==> src/rtl/dbcp_pkg.sv <==
`timescale 1ns / 1ps
// ----------------------------------------------------------------------------
// dbcp_pkg
// Shared types and character codes for the decimal byte command parser.
// ----------------------------------------------------------------------------
package dbcp_pkg;

  // Character codes
  localparam logic [7:0] CHAR_NL    = 8'd10;
  localparam logic [7:0] CHAR_TAB   = 8'd9;
  localparam logic [7:0] CHAR_VT    = 8'd11;
  localparam logic [7:0] CHAR_FF    = 8'd12;
  localparam logic [7:0] CHAR_CR    = 8'd13;
  localparam logic [7:0] CHAR_SPACE = 8'd32;
  localparam logic [7:0] CHAR_PLUS  = 8'd43;
  localparam logic [7:0] CHAR_MINUS = 8'd45;
  localparam logic [7:0] CHAR_ZERO  = 8'd48;
  localparam logic [7:0] CHAR_NINE  = 8'd57;

  // Largest byte value; the magnitude saturates one above it
  localparam logic [8:0] MAX_BYTE = 9'd255;
  localparam logic [8:0] MAG_SAT  = 9'd256;

  // Line phase: command token, then argument tokens
  typedef enum logic [1:0] {
    PH_CMD = 2'd0,
    PH_ARG = 2'd1
  } phase_t;

  // Line status carried on the end-of-line word
  typedef enum logic [2:0] {
    ST_OK        = 3'd0,
    ST_NO_CMD    = 3'd1,
    ST_CMD_RANGE = 3'd2,
    ST_ARG_NAN   = 3'd3,
    ST_ARG_RANGE = 3'd4
  } status_t;

  // One result word
  typedef struct packed {
    logic [7:0] value;
    logic       value_valid;
    logic       is_command_id;
    logic       end_of_line;
    status_t    status;
  } res_t;

endpackage

==> src/rtl/dbcp_char_if.sv <==
`timescale 1ns / 1ps
// ----------------------------------------------------------------------------
// dbcp_char_if
// Valid/ready channel carrying one character word.
// ----------------------------------------------------------------------------
interface dbcp_char_if;
  logic       valid;
  logic       ready;
  logic [7:0] char_byte;

  modport source (output valid, output char_byte, input ready);
  modport sink (input valid, input char_byte, output ready);
endinterface

==> src/rtl/dbcp_res_if.sv <==
`timescale 1ns / 1ps
// ----------------------------------------------------------------------------
// dbcp_res_if
// Valid/ready channel carrying one parsed token or end-of-line word.
// ----------------------------------------------------------------------------
interface dbcp_res_if;
  logic       valid;
  logic       ready;
  logic [7:0] value;
  logic       value_valid;
  logic       is_command_id;
  logic       end_of_line;
  logic [2:0] status;

  modport source (
    output valid, output value, output value_valid, output is_command_id,
    output end_of_line, output status, input ready
  );
  modport sink (
    input valid, input value, input value_valid, input is_command_id,
    input end_of_line, input status, output ready
  );
endinterface

==> src/rtl/dbcp_core.sv <==
`timescale 1ns / 1ps
// ----------------------------------------------------------------------------
// dbcp_core
// Line and token state of the parser; one character per step strobe, with
// the result word and its emit flag formed in the same cycle.
// ----------------------------------------------------------------------------
module dbcp_core (
  input  logic            clk,
  input  logic            rst,
  input  logic            step,
  input  logic [7:0]      char_byte,
  output logic            emit,
  output dbcp_pkg::res_t  res
);

  dbcp_pkg::phase_t  phase, phase_next;
  logic              in_token, in_token_next;
  logic              minus_seen, minus_seen_next;
  logic              digit_seen, digit_seen_next;
  logic [8:0]        magnitude, magnitude_next;
  dbcp_pkg::status_t line_error, line_error_next;

  // Character classes
  logic        is_nl, is_space, is_digit, is_minus, is_plus, out_of_range, no_error;
  logic [3:0]  digit;
  logic [11:0] mag_acc;
  logic [8:0]  mag_add;

  assign is_nl    = (char_byte == dbcp_pkg::CHAR_NL);
  assign is_space = (char_byte == dbcp_pkg::CHAR_SPACE) || (char_byte == dbcp_pkg::CHAR_TAB) ||
                    (char_byte == dbcp_pkg::CHAR_VT) || (char_byte == dbcp_pkg::CHAR_FF) ||
                    (char_byte == dbcp_pkg::CHAR_CR);
  assign is_digit = (char_byte >= dbcp_pkg::CHAR_ZERO) && (char_byte <= dbcp_pkg::CHAR_NINE);
  assign is_minus = (char_byte == dbcp_pkg::CHAR_MINUS);
  assign is_plus  = (char_byte == dbcp_pkg::CHAR_PLUS);
  assign digit    = 4'(char_byte - dbcp_pkg::CHAR_ZERO);
  assign no_error = (line_error == dbcp_pkg::ST_OK);

  // Accumulate one digit: magnitude * 10 + digit, saturating above a byte
  assign mag_acc = {magnitude, 3'b000} + {2'b00, magnitude, 1'b0} + {8'd0, digit};
  assign mag_add = (mag_acc > {3'd0, dbcp_pkg::MAX_BYTE}) ? dbcp_pkg::MAG_SAT : mag_acc[8:0];

  assign out_of_range = magnitude[8] || (minus_seen && (magnitude != 9'd0));

  // Next state
  always_comb begin
    phase_next      = phase;
    in_token_next   = in_token;
    minus_seen_next = minus_seen;
    digit_seen_next = digit_seen;
    magnitude_next  = magnitude;
    line_error_next = line_error;
    if (is_nl) begin
      phase_next      = dbcp_pkg::PH_CMD;
      in_token_next   = 1'b0;
      minus_seen_next = 1'b0;
      digit_seen_next = 1'b0;
      magnitude_next  = 9'd0;
      line_error_next = dbcp_pkg::ST_OK;
    end else if (no_error) begin
      case (phase)
        dbcp_pkg::PH_CMD: begin
          if (!in_token) begin
            if (is_plus || is_minus) begin
              in_token_next   = 1'b1;
              minus_seen_next = is_minus;
            end else if (is_digit) begin
              in_token_next   = 1'b1;
              magnitude_next  = mag_add;
              digit_seen_next = 1'b1;
            end else if (!is_space) begin
              line_error_next = dbcp_pkg::ST_NO_CMD;
            end
          end else if (is_digit) begin
            magnitude_next  = mag_add;
            digit_seen_next = 1'b1;
          end else if (!digit_seen) begin
            line_error_next = dbcp_pkg::ST_NO_CMD;
          end else if (out_of_range) begin
            line_error_next = dbcp_pkg::ST_CMD_RANGE;
          end else begin
            // Command done; the ending character may open the first argument
            phase_next      = dbcp_pkg::PH_ARG;
            in_token_next   = !is_space;
            minus_seen_next = is_minus;
            digit_seen_next = is_digit;
            magnitude_next  = is_digit ? {5'd0, digit} : 9'd0;
            if (!is_space && !is_minus && !is_digit) begin
              line_error_next = dbcp_pkg::ST_ARG_NAN;
            end
          end
        end
        dbcp_pkg::PH_ARG: begin
          if (!in_token) begin
            if (!is_space) begin
              in_token_next = 1'b1;
              if (is_minus) begin
                minus_seen_next = 1'b1;
              end else if (is_digit) begin
                magnitude_next  = mag_add;
                digit_seen_next = 1'b1;
              end else begin
                line_error_next = dbcp_pkg::ST_ARG_NAN;
              end
            end
          end else if (is_space) begin
            if (!digit_seen) begin
              line_error_next = dbcp_pkg::ST_ARG_NAN;
            end else if (out_of_range) begin
              line_error_next = dbcp_pkg::ST_ARG_RANGE;
            end else begin
              in_token_next   = 1'b0;
              minus_seen_next = 1'b0;
              digit_seen_next = 1'b0;
              magnitude_next  = 9'd0;
            end
          end else if (is_digit) begin
            magnitude_next  = mag_add;
            digit_seen_next = 1'b1;
          end else begin
            line_error_next = dbcp_pkg::ST_ARG_NAN;
          end
        end
        default: begin
          line_error_next = line_error;
        end
      endcase
    end
  end

  // Result word and emit flag
  always_comb begin
    emit = 1'b0;
    res  = '0;
    if (is_nl) begin
      emit            = 1'b1;
      res.end_of_line = 1'b1;
      res.status      = line_error;
      if (no_error) begin
        if (phase == dbcp_pkg::PH_CMD) begin
          if (in_token && digit_seen) begin
            if (out_of_range) begin
              res.status = dbcp_pkg::ST_CMD_RANGE;
            end else begin
              res.value         = magnitude[7:0];
              res.value_valid   = 1'b1;
              res.is_command_id = 1'b1;
            end
          end else begin
            res.status = dbcp_pkg::ST_NO_CMD;
          end
        end else if (in_token) begin
          if (!digit_seen) begin
            res.status = dbcp_pkg::ST_ARG_NAN;
          end else if (out_of_range) begin
            res.status = dbcp_pkg::ST_ARG_RANGE;
          end else begin
            res.value       = magnitude[7:0];
            res.value_valid = 1'b1;
          end
        end
      end
    end else if (no_error && in_token && digit_seen && !out_of_range) begin
      if ((phase == dbcp_pkg::PH_CMD) && !is_digit) begin
        emit              = 1'b1;
        res.value         = magnitude[7:0];
        res.value_valid   = 1'b1;
        res.is_command_id = 1'b1;
      end else if ((phase == dbcp_pkg::PH_ARG) && is_space) begin
        emit            = 1'b1;
        res.value       = magnitude[7:0];
        res.value_valid = 1'b1;
      end
    end
  end

  // Hold state unless a character is stepped through
  always_ff @(posedge clk) begin
    if (rst) begin
      phase      <= dbcp_pkg::PH_CMD;
      in_token   <= 1'b0;
      minus_seen <= 1'b0;
      digit_seen <= 1'b0;
      magnitude  <= 9'd0;
      line_error <= dbcp_pkg::ST_OK;
    end else if (step) begin
      phase      <= phase_next;
      in_token   <= in_token_next;
      minus_seen <= minus_seen_next;
      digit_seen <= digit_seen_next;
      magnitude  <= magnitude_next;
      line_error <= line_error_next;
    end
  end

endmodule

==> src/rtl/decimal_byte_command_parser.sv <==
`timescale 1ns / 1ps
// ----------------------------------------------------------------------------
// decimal_byte_command_parser
// Splits a character stream into lines of decimal tokens and emits one word
// per token that ends before the newline, plus one status word per line.
// ----------------------------------------------------------------------------
// Usage:
//   chars   : sink channel, one character word per handshake.
//   results : source channel, one word per token ended before the newline,
//             and one end_of_line word per newline, with the line status and any token it ends.
//   Other characters that finish no token produce no result word.
// Timing:
//   A character accepted into the input register is parsed combinationally
//   by the core; a word it causes is loaded into the result register when the
//   character is stepped, which waits while a held word is not taken.
//   Throughput is one character per cycle while results.ready is high, set by
//   the token state and the x10 adder updating together on each step.
// Reset:
//   rst (synchronous) empties both registers and returns the parser to the
//   start of a line with no token and no error.
// Backpressure:
//   While a word waits with results.ready low, the result register holds it
//   and the held character waits in the input register; chars.ready stays
//   high only while the input register is empty, so at most one more
//   character is taken before chars.ready drops.
// ----------------------------------------------------------------------------
module decimal_byte_command_parser (
  input  logic               clk,
  input  logic               rst,
  dbcp_char_if.sink          chars,
  dbcp_res_if.source         results
);

  logic           s1_valid;
  logic [7:0]     s1_char;
  logic           advance;
  logic           emit;
  dbcp_pkg::res_t step_res;
  logic           out_valid;
  dbcp_pkg::res_t out_res;

  // Step the held character when the result register can take its word
  assign advance     = s1_valid && (!out_valid || results.ready);
  assign chars.ready = !s1_valid || advance;

  dbcp_core u_core (
    .clk       (clk),
    .rst       (rst),
    .step      (advance),
    .char_byte (s1_char),
    .emit      (emit),
    .res       (step_res)
  );

  // Input register
  always_ff @(posedge clk) begin
    if (rst) begin
      s1_valid <= 1'b0;
    end else if (chars.ready) begin
      s1_valid <= chars.valid;
    end
  end

  always_ff @(posedge clk) begin
    if (chars.ready && chars.valid) begin
      s1_char <= chars.char_byte;
    end
  end

  // Result register: load on emit, drop when taken
  always_ff @(posedge clk) begin
    if (rst) begin
      out_valid <= 1'b0;
    end else if (advance) begin
      out_valid <= emit;
    end else if (results.ready) begin
      out_valid <= 1'b0;
    end
  end

  always_ff @(posedge clk) begin
    if (advance && emit) begin
      out_res <= step_res;
    end
  end

  assign results.valid         = out_valid;
  assign results.value         = out_res.value;
  assign results.value_valid   = out_res.value_valid;
  assign results.is_command_id = out_res.is_command_id;
  assign results.end_of_line   = out_res.end_of_line;
  assign results.status        = out_res.status;

`ifndef SYNTHESIS
  // Token words never carry a status
  a_token_status_ok: assert property (@(posedge clk) disable iff (rst)
    (out_valid && !out_res.end_of_line) |-> (out_res.status == dbcp_pkg::ST_OK))
    else $error("token word with nonzero status");

  // Token words always carry a value
  a_token_has_value: assert property (@(posedge clk) disable iff (rst)
    (out_valid && !out_res.end_of_line) |-> out_res.value_valid)
    else $error("token word without value");

  // No value and no command flag unless the value is good
  a_empty_value: assert property (@(posedge clk) disable iff (rst)
    (out_valid && !out_res.value_valid) |->
      ((out_res.value == 8'd0) && !out_res.is_command_id))
    else $error("stray value on word without token");

  // A good value on any word means its status is ok
  a_eol_value_ok: assert property (@(posedge clk) disable iff (rst)
    (out_valid && out_res.value_valid) |-> (out_res.status == dbcp_pkg::ST_OK))
    else $error("value reported on failed line");
`endif

endmodule
==> src/flat_wrapper.sv <==
// flat-port wrapper written by rule: the top's interface ports become plain ports
module decimal_byte_command_parser_flat 
  (clk, rst, chars_valid, chars_char_byte, chars_ready, results_valid, results_value, results_value_valid, results_is_command_id, results_end_of_line, results_status, results_ready);
  dbcp_char_if chars_i ();
  dbcp_res_if results_i ();
  input  logic clk;
  input  logic rst;
  input wire logic [$bits(chars_i.valid)-1:0] chars_valid;
  input wire logic [$bits(chars_i.char_byte)-1:0] chars_char_byte;
  output wire logic [$bits(chars_i.ready)-1:0] chars_ready;
  output wire logic [$bits(results_i.valid)-1:0] results_valid;
  output wire logic [$bits(results_i.value)-1:0] results_value;
  output wire logic [$bits(results_i.value_valid)-1:0] results_value_valid;
  output wire logic [$bits(results_i.is_command_id)-1:0] results_is_command_id;
  output wire logic [$bits(results_i.end_of_line)-1:0] results_end_of_line;
  output wire logic [$bits(results_i.status)-1:0] results_status;
  input wire logic [$bits(results_i.ready)-1:0] results_ready;
  assign chars_i.valid = chars_valid;
  assign chars_i.char_byte = chars_char_byte;
  assign chars_ready = chars_i.ready;
  assign results_valid = results_i.valid;
  assign results_value = results_i.value;
  assign results_value_valid = results_i.value_valid;
  assign results_is_command_id = results_i.is_command_id;
  assign results_end_of_line = results_i.end_of_line;
  assign results_status = results_i.status;
  assign results_i.ready = results_ready;
  decimal_byte_command_parser u_core (.clk(clk), .rst(rst), .chars(chars_i), .results(results_i));
endmodule
==> config.mk <==
export PLATFORM = sky130hd
export DESIGN_NAME = decimal_byte_command_parser_flat
export DESIGN_NICKNAME = d
export VERILOG_FILES = /design/src/rtl/dbcp_pkg.sv /design/src/rtl/dbcp_char_if.sv /design/src/rtl/dbcp_res_if.sv /design/src/rtl/dbcp_core.sv /design/src/rtl/decimal_byte_command_parser.sv /design/src/flat_wrapper.sv
export SDC_FILE = /design/constraint.sdc
export NUM_CORES = 1
export LEC_CHECK = 0
export BUFFER_PORTS_ARGS = -buffer_cell sky130_fd_sc_hd__buf_2
export CORE_ASPECT_RATIO = 0.6
export CORE_MARGIN = 4
export CORE_UTILIZATION = 50
export CTS_CLUSTER_DIAMETER = 40
export DETAILED_ROUTE_END_ITERATION = 12
export PLACE_DENSITY = 0.8
export SLEW_MARGIN = 20
export SYNTH_ARGS = -nofsm -noshare
export SYNTH_HDL_FRONTEND = slang
export SYNTH_SLANG_ARGS = --single-unit
==> constraint.sdc <==
create_clock -name clk -period 7.7 [get_ports clk]
set_input_delay 0.385 -clock clk [delete_from_list [all_inputs] [get_ports clk]]
set_output_delay 0.385 -clock clk [all_outputs]
set_load 0.05 [all_outputs]
==> results of run 1 <==
-- metrics by stage --
step	power [mW]	util	std cells	setup WS, ns	hold slack (ns)
after floorplan	0.258	-	242	4.84	0.445
after global placement	0.266	0.571	326	4.57	0.478
after detailed placement	0.267	0.571	326	4.48	0.479
after CTS	0.461	0.598	333	4.45	0.263
after global routing	0.475	0.598	333	4.13	0.256
final	0.461	0.598	333	4.42	0.268
-- report_power, final --
group          leakage [nW]  total [mW]  switching, mW  internal, mW
combinational         0.706      0.0288         0.0174        0.0114
clock                0.0642       0.197         0.0698         0.128
sequential            0.376       0.235        0.00603         0.229
-- how the worst min path moves through the flow --
| stage | end | slack [ns] | depth (start not counted) |
|---|---|---|---|
| after floorplan | u_core.u_core.minus_seen | 0.45 | 2 |
| after global placement | u_core.u_core.minus_seen | 0.48 | 2 |
| after detailed placement | u_core.u_core.minus_seen | 0.48 | 2 |
| after CTS | u_core.s1_char[2] | 0.26 | 1 |
| after global routing | u_core.s1_char[0] | 0.26 | 1 |
| final | u_core.s1_char[2] | 0.27 | 1 |
-- cell usage after synthesis, drive strengths merged, types with 5 or more instances --
master / count / share of area
a32o: 8 / 0.032
inv: 10 / 0.015
o21ai: 14 / 0.033
nand2b: 7 / 0.018
a21o: 5 / 0.015
ha: 17 / 0.086
nor3: 6 / 0.018
nor4: 9 / 0.025
edfxtp: 22 / 0.27
a211oi: 6 / 0.023
a21oi: 10 / 0.020
nand2: 11 / 0.017
and2: 7 / 0.018
nor2: 22 / 0.033
dfxtp: 18 / 0.15
-- sequential cells by signal, summed over array words and instances, names as in the netlist --
signal,cells
u_core.results.end_of_line,1
u_core.results.is_command_id,1
u_core.results.status,3
u_core.results.valid,1
u_core.results.value,8
u_core.results.value_valid,1
u_core.s1_char,8
u_core.s1_valid,1
u_core.u_core.digit_seen,1
u_core.u_core.in_token,1
u_core.u_core.line_error,3
u_core.u_core.magnitude,9
u_core.u_core.minus_seen,1
u_core.u_core.phase,1
-- worst max-delay path: stages (launching register included) --
cell      delay, ns
edfxtp_1       0.44
inv_1          0.11
fa_1           0.49
inv_1          0.07
fa_1           0.48
a211oi_1       0.24
o21ai_0        0.15
a211oi_1       0.27
a41oi_1        0.09
nor4_2         0.61
a32o_1         0.29
-- cell families after synthesis --
family	Yosys count	share of synthesized area
buffers and inverters	17	0.0269
XOR/XNOR	7	0.0248
AND/OR/NAND/NOR	82	0.189
flip-flops	40	0.414
AO/OA/AOI/OAI	73	0.227
adder cells (fa/ha/maj)	19	0.102
multiplexers	4	0.0167
-- metal layers --
layer	wire length, microns	global-route usage	vias up
met5	0	0	-
met4	13	0.0256	0
met3	673	0.0569	3
met2	2100	0.233	106
met1	2650	0.300	958
li1	-	-	1002
-- area by class of cell --
type                            instances  area (sq um)  area share
Inverter                               11          42.5      0.0153
Clock buffer                            5          68.8      0.0247
Multi-Input combinational cell        185          1380       0.496
Sequential cell                        40          1020       0.366
Timing Repair Buffer                   27           135      0.0485
Tap cell                               63          78.8      0.0283
Clock inverter                          2          60.1      0.0215
==> metrics.md, run 1 <==
| Metric | Value |
|---|---|
| Status | `finished, final reports clean` |
| I/O Buffers | `27` |
| Register area share after synthesis | `0.414` |
| FF-to-FF End | `u_core.u_core.magnitude[1]` |
| GPL Wtd Cong | `0.920` |
| Post-synthesis register bit count | `40` |
| Root Driver | `clkbuf_8` |
| Tcrit/Tclk final | `0.426` |
| Overflow after GRT | `0` |
| Unrepaired setup endpoints after global routing | `false` |
| CTS tree | `yes` |
| Data required, critical path | `7.93 ns` |
| Final Setup Violations | `0` |
| Slack of the worst reg-to-reg path | `4.42 ns` |
| IO Count | `28` |
| Hold crit path type | `in -> reg` |
| Avg Cell Area, Syn | `10.2 sq um` |
| Ratio of cells with drive above 1 in the final layout | `0.174` |
| Cell Area, Placed | `2660 sq um` |
| Post-cts sizing count | `0` |
| Commonest cells after routing, fill and taps aside | `27 x buf_2, 22 x nor2_1, 22 x edfxtp_1, 18 x dfxtp_1, 17 x ha_1` |
| Worst-case clock buffer depth | `2` |
| Final setup skew | `0.00506 ns` |
| Vias per cell | `6.21` |
| 1st-iter DRT viols | `246` |
| # Max-Cap Violations | `0` |
| Worst setup SP type | `flip-flop` |
| Cells after Synth | `242` |
| Worst relative slew slack | `0.470` |
| End of the critical path | `u_core.u_core.magnitude[1]` |
| Post-synth ARST share | `0` |
| Post-CTS setup buffers | `0` |
| Fmax | `305 MHz` |
| Vias in the first global route | `1,822` |
| Static leakage | `1.15 nW` |
| CP arrival | `3.51 ns` |
| Die area | `6160 sq um` |
| Pins Over Slew Limit | `0` |
| Die width | `98.7 microns` |
| Pin count of the biggest net entering global routing | `19` |
| DR WL/cell | `16.3 microns` |
| Post-route cell area | `2790 sq um` |
| Final #Nets | `301` |
| Synth Flop Type | `edfxtp_1` |
| Core Area | `4660 sq um` |
| Routed Antenna Nets | `0` |
| Worst skew pair latency | `0.29 ns` |
| FF-to-FF path depth | `10` |
| Area Growth Syn to Fin | `12.9%` |
| Area of the mapped netlist | `2470 sq um` |
| Netlist cell types | `59` |
| Synth Warn # | `0` |
| Clock slew at reported path FFs | `0.08 ns` |
| Number of synthesized flops with an enable pin | `22` |
| Drt drc | `0` |
| Placement Rows | `19` |
| R2r startpoint | `u_core.s1_char[3]` |
| Die height | `62.4 microns` |
| Detailed placement HPWL | `4.23 mm` |
| Antenna diode count | `0` |
| CTS H-tree lvls | `2` |
| Clk sinks | `40` |
| Power per Cell Area | `165 nW/um^2` |
| Worst-Margin Slew | `0.789 ns` |
| Crit path from | `u_core.s1_char[3]` |
| Total GRT Usage | `0.183` |
| Worst vdd ir | `0.160 mV` |
| Total Wirelength | `5.44 mm` |
| Starting Density | `0.530` |
| Largest fanout on the critical path | `9` |
| Fin. Hold Viols | `0` |
| Via Count | `2,069` |
| DR pass1 iterations | `5` |
| Fillcell total | `402` |
| Initial antenna violation count | `0` |
| Most common cell after layout, fill and taps aside | `buf_2` |
| Syn nets | `273` |
| Global-route wire length before repair | `9.10 mm` |
| Min Tclk post-route | `3.28 ns` |
| Hold-fix buffers, CTS | `0` |
| Hold Startpoint | `chars_char_byte[2]` |
| Critical Path End Type | `flip-flop` |
| Setup_tns | `0 ns` |
| Worst setup path class | `reg -> reg` |
| CTS buffer count | `5` |
Power figures use the tool's default switching activity.
==> run 2: changes to the inputs <==
==> constraint.sdc (replaced) <==
create_clock -name clk -period 3.4 [get_ports clk]
set_input_delay 0.17 -clock clk [delete_from_list [all_inputs] [get_ports clk]]
set_output_delay 0.17 -clock clk [all_outputs]
set_load 0.05 [all_outputs]
==> run 2 against run 1 <==
Compared with the run above:
- final area fell by 0.76%
- critical path depth rose by 1
- global-route usage barely moved
- routed wire length rose by 3.2%
- final cell count rose by 1.2%
- non-clock buffer count rose by 3
- count of clock-buffer cells in the layout rose by 1
- die area did not move
- critical endpoint is now u_core.u_core.magnitude[6]
==> metrics.md, run 2 (same netlist as run 1, synthesis figures left out) <==
| Metric | Value |
|---|---|
| Status | `finished, final reports clean` |
| Pins Over Slew Limit | `0` |
| Global-route wire length before repair | `9.07 mm` |
| DR top layer | `met4` |
| Worst relative slew slack | `0.543` |
| IO Count | `28` |
| Fin. Hold Viols | `0` |
| Final #Nets | `304` |
| Most common cell after layout, fill and taps aside | `buf_2` |
| Min Tclk post-route | `2.93 ns` |
| Clock slew at reported path FFs | `0.07 ns` |
| Post-cts sizing count | `0` |
| Commonest cells after routing, fill and taps aside | `27 x buf_2, 22 x nor2_1, 22 x edfxtp_1, 18 x dfxtp_1, 17 x ha_1` |
| Worst setup SP type | `flip-flop` |
| Core Area | `4660 sq um` |
| Fillcell total | `405` |
| Detailed placement HPWL | `4.32 mm` |
| Overflow after GRT | `0` |
| Largest fanout on the critical path | `9` |
| CTS H-tree lvls | `2` |
| Worst-Margin Slew | `0.680 ns` |
| Multi-input gate area | `1380 sq um` |
| Hold Crit Depth | `1` |
| Total Wirelength | `5.61 mm` |
| Reg with most FFs | `u_core.u_core.magnitude` |
| Ratio of cells with drive above 1 in the final layout | `0.182` |
| Final setup skew | `0.00614 ns` |
| Unrepaired setup endpoints after global routing | `false` |
| Power per Cell Area | `328 nW/um^2` |
| Pin count of the biggest net entering global routing | `19` |
| CTS buffer count | `5` |
| Die width | `98.7 microns` |
| Met3 Routed Length | `673 microns` |
| CP arrival | `3.16 ns` |
| Critical Path End Type | `flip-flop` |
| Register area | `1020 sq um` |
| Root Driver | `clkbuf_8` |
| Worst-case clock buffer depth | `2` |
| Tcrit/Tclk final | `0.861` |
| Vias in the first global route | `1,827` |
| Non-filler cells, final | `337` |
| Routed Antenna Nets | `0` |
| Fmax | `342 MHz` |
| Total GRT Usage | `0.183` |
| Post-route cell area | `2770 sq um` |
| Setup_tns | `0 ns` |
| Hold-fix buffers, CTS | `0` |
| Dpl cells | `329` |
| Vias per cell | `6.28` |
| Metal2 WL | `2.07 mm` |
| Static leakage | `1.14 nW` |
| Drt drc | `0` |
| Worst vdd ir | `0.203 mV` |
| Die height | `62.4 microns` |
| Final Setup Violations | `0` |
| Area Growth Syn to Fin | `12.1%` |
| Die area | `6160 sq um` |
| Antenna diode count | `0` |
| Via Count | `2,118` |
| # Max-Cap Violations | `0` |
| CTS tree | `yes` |
| 1st-iter DRT viols | `251` |
| Placement Rows | `19` |
| Worst skew pair latency | `0.29 ns` |
| I/O Buffers | `27` |
| Initial antenna violation count | `0` |
| Largest register FFs | `9` |
| Clk sinks | `40` |
| GPL Wtd Cong | `0.921` |
| Met1 wire length | `2.83 mm` |
| DR pass1 iterations | `5` |
| Hold crit path type | `in -> reg` |
| DR WL/cell | `16.7 microns` |
| Data required, critical path | `3.63 ns` |
| Post-CTS setup buffers | `0` |
| FF-to-FF path depth | `11` |
| Worst setup path class | `reg -> reg` |
| Cell Area, Placed | `2680 sq um` |
| Starting Density | `0.530` |
## run 2: worst max-delay path, cell delays in order, from the launching register on
cell	delay [ns]
edfxtp_1	0.45
inv_1	0.11
fa_1	0.49
inv_1	0.07
fa_1	0.47
a211oi_1	0.25
o21ai_0	0.16
a211oi_1	0.25
a41oi_1	0.08
nor4_2	0.16
buf_4	0.20
a32o_1	0.17
## run 2: worst paths after layout
kind | slack, ns | end | startpoint
max reg2reg | 0.47 | u_core.u_core.magnitude[6] | u_core.s1_char[3]
max | 0.47 | u_core.u_core.magnitude[6] | u_core.s1_char[3]
min reg2reg | 0.51 | u_core.u_core.minus_seen | u_core.u_core.minus_seen
min | 0.05 | u_core.s1_char[7] | chars_char_byte[7]
## run 2: through the flow
| stage | setup WS, ns | hold slack (ns) | power [mW] | utilization |
|---|---|---|---|---|
| floorplan | 0.538 | 0.269 | 0.584 | - |
| global placement | 0.581 | 0.346 | 0.604 | 0.575 |
| detailed placement | 0.532 | 0.348 | 0.606 | 0.575 |
| CTS | 0.511 | 0.0463 | 0.906 | 0.594 |
| global route | 0.341 | 0.0422 | 0.938 | 0.594 |
| finish | 0.473 | 0.0510 | 0.906 | 0.594 |
## run 2: layer usage
metal	up-vias	track usage
met5	-	0
met4	0	0.0426
met2	122	0.225
li1	1006	-
met3	9	0.0557
met1	981	0.301
## run 2: cell type report
type | count | share of cell area
tap | 63 | 0.0285
sequential | 40 | 0.369
inverter | 11 | 0.0154
multi-input combinational | 185 | 0.499
timing repair buffer | 30 | 0.0570
clock inverter | 2 | 0.00452
clock buffer | 6 | 0.0262
## run 2: where the power goes
part           internal [mW]  total (mW)  switching, mW
Sequential             0.518       0.532         0.0141
Combinational         0.0262      0.0666         0.0404
Clock                  0.143       0.308          0.164
Total                  0.687       0.906          0.219
==> run 3: changes to the inputs <==
--- a/config.mk
+++ b/config.mk
@@ -9,9 +9,10 @@
 export CORE_ASPECT_RATIO = 0.6
 export CORE_MARGIN = 4
 export CORE_UTILIZATION = 50
-export CTS_CLUSTER_DIAMETER = 40
+export CTS_CLUSTER_DIAMETER = 50
 export DETAILED_ROUTE_END_ITERATION = 12
-export PLACE_DENSITY = 0.8
+export GPL_ROUTABILITY_DRIVEN = 0
+export PLACE_DENSITY = 0.7
 export SLEW_MARGIN = 20
 export SYNTH_ARGS = -nofsm -noshare
 export SYNTH_HDL_FRONTEND = slang
==> run 3 against run 2 <==
Compared with the run above:
- routed wire length fell by 3.7%
- sequential power barely moved
- largest power group unchanged
- hold slack improved by 0.0013 ns
- clock skew increased by 0.0015 ns
- critical path type unchanged
- global-route usage is 0.11 points lower
- maximum frequency is 3.9% lower
- first-iteration DRC count increased by 55%
- core utilization rose by 0.24 points
- via count shrank 3.0%
- non-clock buffer count increased by 2
- sequential share of layout area decreased by 0.15 points
==> metrics.md, run 3 (same netlist as run 1, synthesis figures left out) <==
| Metric | Value |
|---|---|
| Status | `finished, final reports clean` |
| Detailed placement HPWL | `4.19 mm` |
| Final Setup Violations | `0` |
| CP arrival | `3.28 ns` |
| Worst-Margin Slew | `0.656 ns` |
| Vias per cell | `6.08` |
| Fillcell total | `401` |
| DR WL/cell | `16.0 microns` |
| CTS buffer count | `5` |
| Slack of the worst reg-to-reg path | `0.35 ns` |
| Tot Pwr | `0.894 mW` |
| Worst setup path class | `reg -> reg` |
| Die width | `98.7 microns` |
| Clk network pwr share | `0.332` |
| Overflow after GRT | `0` |
| Clk sinks | `40` |
| Post-cts sizing count | `0` |
| Largest fanout on the critical path | `9` |
| Worst-case clock buffer depth | `2` |
| Data required, critical path | `3.63 ns` |
| Global-route wire length before repair | `9.15 mm` |
| Pin count of the biggest net entering global routing | `19` |
| IO Count | `28` |
| Worst vdd ir | `0.306 mV` |
| Hold-fix buffers, CTS | `0` |
| Hold Crit Depth | `1` |
| Fmax | `328 MHz` |
| Post-CTS setup buffers | `0` |
| Worst relative slew slack | `0.557` |
| Total GRT Usage | `0.182` |
| Reg with most FFs | `u_core.u_core.magnitude` |
| Worst setup SP type | `flip-flop` |
| Pins Over Slew Limit | `0` |
| FF-to-FF path depth | `11` |
| Die area | `6160 sq um` |
| R2r startpoint | `u_core.u_core.magnitude[0]` |
| Root Driver | `clkbuf_8` |
| Final setup skew | `0.00765 ns` |
| Worst skew pair latency | `0.29 ns` |
| Starting Density | `0.530` |
| Total Wirelength | `5.40 mm` |
| Net Sw Power | `0.210 mW` |
| Area Growth Syn to Fin | `12.5%` |
| I/O Buffers | `27` |
| Hold crit path type | `in -> reg` |
| DR pass1 iterations | `4` |
| Clock slew at reported path FFs | `0.07 ns` |
| CTS H-tree lvls | `2` |
| Ratio of cells with drive above 1 in the final layout | `0.189` |
| Most common cell after layout, fill and taps aside | `buf_2` |
| Commonest cells after routing, fill and taps aside | `27 x buf_2, 22 x nor2_1, 22 x edfxtp_1, 18 x dfxtp_1, 17 x ha_1` |
| Routed Antenna Nets | `0` |
| Hold Startpoint | `chars_char_byte[0]` |
| Core Area | `4660 sq um` |
| Drt drc | `0` |
| Power per Cell Area | `322 nW/um^2` |
| 1st-iter DRT viols | `390` |
| FF-to-FF End | `u_core.u_core.magnitude[2]` |
| Initial antenna violation count | `0` |
| Hold Path Sink | `u_core.s1_char[0]` |
| Critical Path End Type | `flip-flop` |
| Tcrit/Tclk final | `0.896` |
| Unrepaired setup endpoints after global routing | `false` |
| Die height | `62.4 microns` |
| CTS tree | `yes` |
| Setup_tns | `0 ns` |
| Antenna diode count | `0` |
| Min Tclk post-route | `3.05 ns` |
| Switching Fraction | `0.235` |
| Static leakage | `1.15 nW` |
| Hold slack | `0.0523 ns` |
| Reg power frac | `0.594` |
| Fin. Hold Viols | `0` |
| # Max-Cap Violations | `0` |
| Via Count | `2,054` |
| Placement Rows | `19` |
| Vias in the first global route | `1,851` |
| Largest register FFs | `9` |
| Cell-internal power | `0.684 mW` |
| Combinational power share | `0.074` |
| Final #Nets | `306` |
[run 3: power by group through the flow]
stage / Sequential, mW / Clock [mW] / Combinational, mW
2_1_floorplan: 0.538 / 0 / 0.0459
3_3_place_gp: 0.541 / 0 / 0.0645
3_5_place_dp: 0.541 / 0 / 0.0649
4_1_cts: 0.530 / 0.303 / 0.0655
5_1_grt: 0.532 / 0.332 / 0.0748
6_report: 0.531 / 0.297 / 0.0666
[run 3: how the worst max path moves through the flow]
stage | startpoint | to | cells after the start
2_1_floorplan | u_core.u_core.magnitude[0] | u_core.u_core.magnitude[0] | 10
3_3_place_gp | u_core.s1_char[5] | u_core.results.value[4] | 6
3_5_place_dp | u_core.u_core.magnitude[0] | u_core.u_core.magnitude[2] | 11
4_1_cts | u_core.u_core.magnitude[0] | u_core.u_core.magnitude[2] | 11
5_1_grt | u_core.u_core.magnitude[0] | u_core.u_core.magnitude[3] | 11
6_report | u_core.u_core.magnitude[0] | u_core.u_core.magnitude[2] | 11
[run 3: area by class of cell]
type                    count  area (sq um)  share of cell area
clock buffers               5          68.8              0.0248
clock inverters             2          12.5             0.00450
inverters                  11          42.5              0.0153
multi-input cells         185          1380               0.497
flip-flops and latches     40          1020               0.368
well taps                  63          78.8              0.0284
repair buffers             32           173              0.0622
[run 3: layer usage]
metal  wire [microns]  track usage  vias up
met4               18       0.0290        0
met2             2010        0.224       97
met1             2820        0.304      944
met3              548       0.0569        6
met5                0            0        -
li1                 -            -     1007
[run 3: critical path, cell delays in order, from the launching register on]
cell	delay, ns
dfxtp_1	0.42
inv_1	0.12
fa_1	0.54
inv_1	0.07
fa_1	0.48
a211oi_1	0.25
o21ai_0	0.17
a211oi_1	0.31
a41oi_1	0.10
nor4_2	0.16
buf_4	0.21
a32o_1	0.17
[run 3: per-stage QoR]
step / cells / worst slack [ns] / cell area (sq um) / utilization
after floorplan: 242 / 0.538 / 2470 / -
after global placement: 331 / 0.533 / 2700 / 0.579
after detailed placement: 331 / 0.426 / 2700 / 0.579
after CTS: 338 / 0.411 / 2780 / 0.596
after global routing: 338 / 0.142 / 2780 / 0.596
final: 338 / 0.354 / 2780 / 0.596
